--- src/hdl/pau3_pkg.sv ---
// shared constants, types and helpers for the 3x pixel art upscaler
// no dependencies; every other file in hdl except pau3_ram imports this package
package pau3_pkg;

   // line store depth and derived counter widths
   localparam int MAX_WIDTH  = 1024;
   localparam int MAX_HEIGHT = 1024;
   localparam int COL_W      = (MAX_WIDTH > 1) ? $clog2(MAX_WIDTH) : 1;
   localparam int ROW_W      = (MAX_HEIGHT > 1) ? $clog2(MAX_HEIGHT) : 1;

   // fixed field widths
   localparam int PIX_W   = 8;
   localparam int CFG_W   = 11;
   localparam int COORD_W = 10;
   localparam int DATA_W  = 32;
   localparam int ADDR_W  = 3;

   // register select, taken from paddr[2]
   localparam logic REG_IMAGE_WIDTH  = 1'b0;
   localparam logic REG_IMAGE_HEIGHT = 1'b1;

   // one source column: rows r-2, r-1 and r, or a picked top/mid/bottom
   typedef struct packed {
      logic [PIX_W-1:0] top;
      logic [PIX_W-1:0] mid;
      logic [PIX_W-1:0] bot;
   } column_type;

   // one 3x3 output block
   typedef struct packed {
      logic [PIX_W-1:0] top_left;
      logic [PIX_W-1:0] top_mid;
      logic [PIX_W-1:0] top_right;
      logic [PIX_W-1:0] mid_left;
      logic [PIX_W-1:0] center_px;
      logic [PIX_W-1:0] mid_right;
      logic [PIX_W-1:0] bottom_left;
      logic [PIX_W-1:0] bottom_mid;
      logic [PIX_W-1:0] bottom_right;
   } block_type;

   // choose the neighbours of one block row, clamping at the top edge and, for the lower row, at the bottom edge
   function automatic column_type pick_rows(input column_type src, input logic lower,
                                            input logic y_zero);
      column_type res;
      if (!lower) begin
         res.mid = src.mid;
         res.top = y_zero ? src.mid : src.top;
         res.bot = src.bot;
      end else begin
         res.mid = src.bot;
         res.top = y_zero ? src.bot : src.mid;
         res.bot = src.bot;
      end
      return res;
   endfunction

endpackage

--- src/hdl/pau3_kernel.sv ---
// scale3x equality rules: 3x3 neighbourhood in, 3x3 output block out
// depends on pau3_pkg
module pau3_kernel
   import pau3_pkg::*;
(
   input  column_type left_col,
   input  column_type mid_col,
   input  column_type right_col,
   output block_type  blk
);

   logic [PIX_W-1:0] a, b, c, d, e, f, g, h, i;
   logic             active;

   assign a = left_col.top;
   assign b = mid_col.top;
   assign c = right_col.top;
   assign d = left_col.mid;
   assign e = mid_col.mid;
   assign f = right_col.mid;
   assign g = left_col.bot;
   assign h = mid_col.bot;
   assign i = right_col.bot;

   // rules apply only where the cross is not flat
   assign active = (b != h) && (d != f);

   always_comb begin
      blk = '{default: e};
      if (active) begin
         blk.top_left     = (d == b) ? d : e;
         blk.top_mid      = (((d == b) && (e != c)) || ((b == f) && (e != a))) ? b : e;
         blk.top_right    = (b == f) ? f : e;
         blk.mid_left     = (((d == b) && (e != g)) || ((d == h) && (e != a))) ? d : e;
         blk.mid_right    = (((b == f) && (e != i)) || ((h == f) && (e != c))) ? f : e;
         blk.bottom_left  = (d == h) ? d : e;
         blk.bottom_mid   = (((d == h) && (e != i)) || ((h == f) && (e != g))) ? h : e;
         blk.bottom_right = (h == f) ? f : e;
      end
   end

endmodule

--- config.mk ---
export PLATFORM = sky130hd
export DESIGN_NAME = pau3_kernel
export DESIGN_NICKNAME = d
export VERILOG_FILES = /design/src/hdl/pau3_pkg.sv /design/src/hdl/pau3_kernel.sv
export SDC_FILE = /design/constraint.sdc
export NUM_CORES = 1
export LEC_CHECK = 0
export ABC_AREA = 1
export BUFFER_PORTS_ARGS = -buffer_cell sky130_fd_sc_hd__buf_2
export CORE_MARGIN = 1
export CORE_UTILIZATION = 25
export DETAILED_ROUTE_END_ITERATION = 12
export PLACE_DENSITY = 0.61
export SYNTH_ARGS = -nofsm -noshare
export SYNTH_HDL_FRONTEND = slang
export SYNTH_SLANG_ARGS = --single-unit
--- constraint.sdc ---
create_clock -name vclk -period 3.67
set_input_delay 0.1835 -clock vclk [all_inputs]
set_output_delay 0.1835 -clock vclk [all_outputs]
set_load 0.005 [all_outputs]
## Word level (Yosys, flattened, before mapping)

Cells that the tools add are included.
W data, S select, Z words.

- Flip-flop bits (word level): 0
- Bits of input ports: 72
- Output and inout bits: 72
- Word-level logic and storage cells: 33

- Equal/unequal tests: 10
- Multiplexer cells: 10
- Reductions and logical operators: 13

Operator list:

| kind | number |
|---|---|
| $mux W32 | 2 |
| $mux W8 | 8 |
| $ne A8 B8 Y1 | 6 |
| $eq A8 B8 Y1 | 4 |
| $logic_and A1 B1 Y1 | 9 |
| $logic_or A1 B1 Y1 | 4 |

## Longest topological paths before layout

- Word-level depth: 5
- Gate-level depth with buffers: 12
- Mapped depth without buffers: 11

## Worst setup path before layout

OpenSTA, ideal clock, no wires.

- Path type: input-to-output
- Start: input left_col[12] (netlist name)
- End: output blk[0] (netlist name)
- Data arrival time: 1.259 ns
- Slack: 2.228 ns
- Stages: 10
- Path buffers: 3
- Cells stage by stage: buf_2 xor2_1 nor2_1 nand2_1 nor2_1 nor2_4 buf_6 buf_6 nand2_1 nand2_1

RTL lines:

| element | RTL line | text |
|---|---|---|
| start, declared | pau3_kernel.sv:6 | `input column_type left_col,` |
| end, declared | pau3_kernel.sv:9 | `output block_type blk` |

==> impl_metrics.tcl <==
set metrics [dict create \
    wl_per_cell_um 12.5 \
    grt_usage 0.184 \
    grt_pass1_vias 3253 \
    cap_violations 0 \
    syn-cell-area_um2 2610 \
    syn_nets 666 \
    yosys_warnings 0 \
    grt_pass1_wl_um 16400 \
    setup_viol 0 \
    hp-class "input pin to output port" \
    arrival_ns 2.29 \
    layout_setup_ws_ns 1.20 \
    final_cell_mix "358 x nand2_1, 144 x buf_2, 51 x inv_1" \
    hold_ws_ns 0.695 \
    ctsResizeCount 0 \
    fillers 1191 \
    area_growth_syn_to_layout_pct 25.8 \
    yosys.area_share.simple 0.672 \
    drc 0 \
    row_count 36 \
    antenna_cells 0 \
    gr-total-overflow 0 \
    grt_max_degree 36 \
    synth_top_family_by_area "simple AND/OR/NAND/NOR gates" \
    start_kind "input pin" \
    slew-limit-headroom 0.465 \
    initial_core_util 0.262 \
    setup_tns_ns 0 \
    synth_xor_area_frac 0.101 \
    portBuffers 144 \
    hp-start "mid_col[8]" \
    rsz0062_at_grt "no" \
    synthCells 594 \
    status "complete, no violations" \
    power.density_nw_per_um2 106 \
    synth_fa_ha_area_frac 0 \
    cts_setup_buffers 0 \
    ys_seq_area_frac 0 \
    synth_mux_area_frac 0 \
    postPlaceCellArea_um2 3280 \
    first_pass_iters 5 \
    tightestPinTransition_ns 0.800 \
    synth_cell_types 16 \
    first_iter_violations 230 \
    final_util 0.330 \
    viasPerCell 4.56 \
    syn_area_per_cell_um2 4.39 \
    vias 3813 \
    drt-total-wl_um 10400 \
    finalInstanceArea_um2 3280 \
    holdBufCountCts 0 \
    fp.dieArea_um2 10800 \
    finalHoldViolCount 0 \
    hold_depth 2 \
    synth_compound_area_frac 0.0614 \
    finalPower_uw 349 \
    design.core.area_um2 9950 \
    clock_buffers 0 \
    final_common_cell "nand2_1" \
    synth_top_cell_by_area "nand2_1" \
    antenna_found_initial 0 \
    netlist.area_leader.share 0.515 \
    ios 144 \
    maxSlewViolCount 0 \
    worstPathMaxFanout 12 \
    pre_cts_ws_ns 1.28 \
    hold_end "blk[32]" \
    dp.cells 836 \
    seq_cells 0 \
    p_leak_nw 2.18 \
    criticalPathCategory "input pin to output port" \
    die_h_um 104 \
    layout.nets 777 \
    period_needed_ns 2.47 \
    ir_drop_mv 0.0378 \
    fin_crit_sh 0.674 \
    gp_congestion 0.913 \
    max_freq_ghz 0.404 \
    place_hpwl_um 8670 \
    die_x_um 104 \
    required_ns 3.49 \
    ff_latch_area_um2 0 \
    synth_area_leaders "nand2_1 52%, inv_1 7.3%, nand3_1 6.1%, o21ai_0 6.1%, nor2_1 5.5%" \
    ant_nets 0 \
    critPathCaptureType "output port" \
    layout-drive-gt1-share 0.225 \
    fin_cells 836 \
]
## layout make-up
class                           count  area (um^2)  share of cell area
Inverter                           54          203              0.0618
Timing Repair Buffer              146          736               0.224
Multi-Input combinational cell    503         2180               0.663
Tap cell                          133          166              0.0507
## per-layer routing
layer / part of all wire / up-vias / wire [um] / track usage
met2: 0.45 / 196 / 4690 / 0.311
met3: 0.091 / 16 / 946 / 0.0169
li1: - / 1984 / - / -
met5: 0 / - / 0 / 0
met4: 0.015 / 0 / 160 / 0.0286
met1: 0.45 / 1617 / 4660 / 0.255
## power by group
group,leakage [nW],internal (mW),switching (mW),total (mW)
Combinational,2.18,0.137,0.212,0.349
Clock,0,0,0,0
Sequential,0,0,0,0
Total,2.18,0.137,0.212,0.349
## cell families after synthesis
| group | count (synthesis) |
|---|---|
| simple gates | 441 |
| xor+xnor | 30 |
| buf+inv | 91 |
| compound gates | 32 |
## critical path: stages
cell	delay (ns)
buf_2	0.15
inv_1	0.09
nand2_1	0.06
nand2_1	0.05
nor2_1	0.19
nand2_1	0.08
nor2_1	0.63
nand2_1	0.15
nand2_2	0.26
nand2_4	0.13
nand2_1	0.09
nand2_1	0.08
buf_2	0.14
## cells in the mapped netlist, types with 5 or more instances
cell type	instances
xor2_1	14
clkbuf_2	5
o21ai_0	32
buf_2	20
nand2_1	358
buf_4	8
nor2_1	38
nand3_1	32
inv_1	51
xnor2_1	16
## worst max path at each step
stage / from / endpoint / slack, ns
after CTS: left_col[11] / blk[59] / 1.27
final: left_col[11] / blk[59] / 1.20
after detailed placement: left_col[11] / blk[59] / 1.28
after global placement: left_col[11] / blk[58] / 1.29
after floorplan: left_col[12] / blk[0] / 2.23
after global routing: right_col[14] / blk[59] / 1.06
No activity file was read; power rests on OpenSTA's default activity.
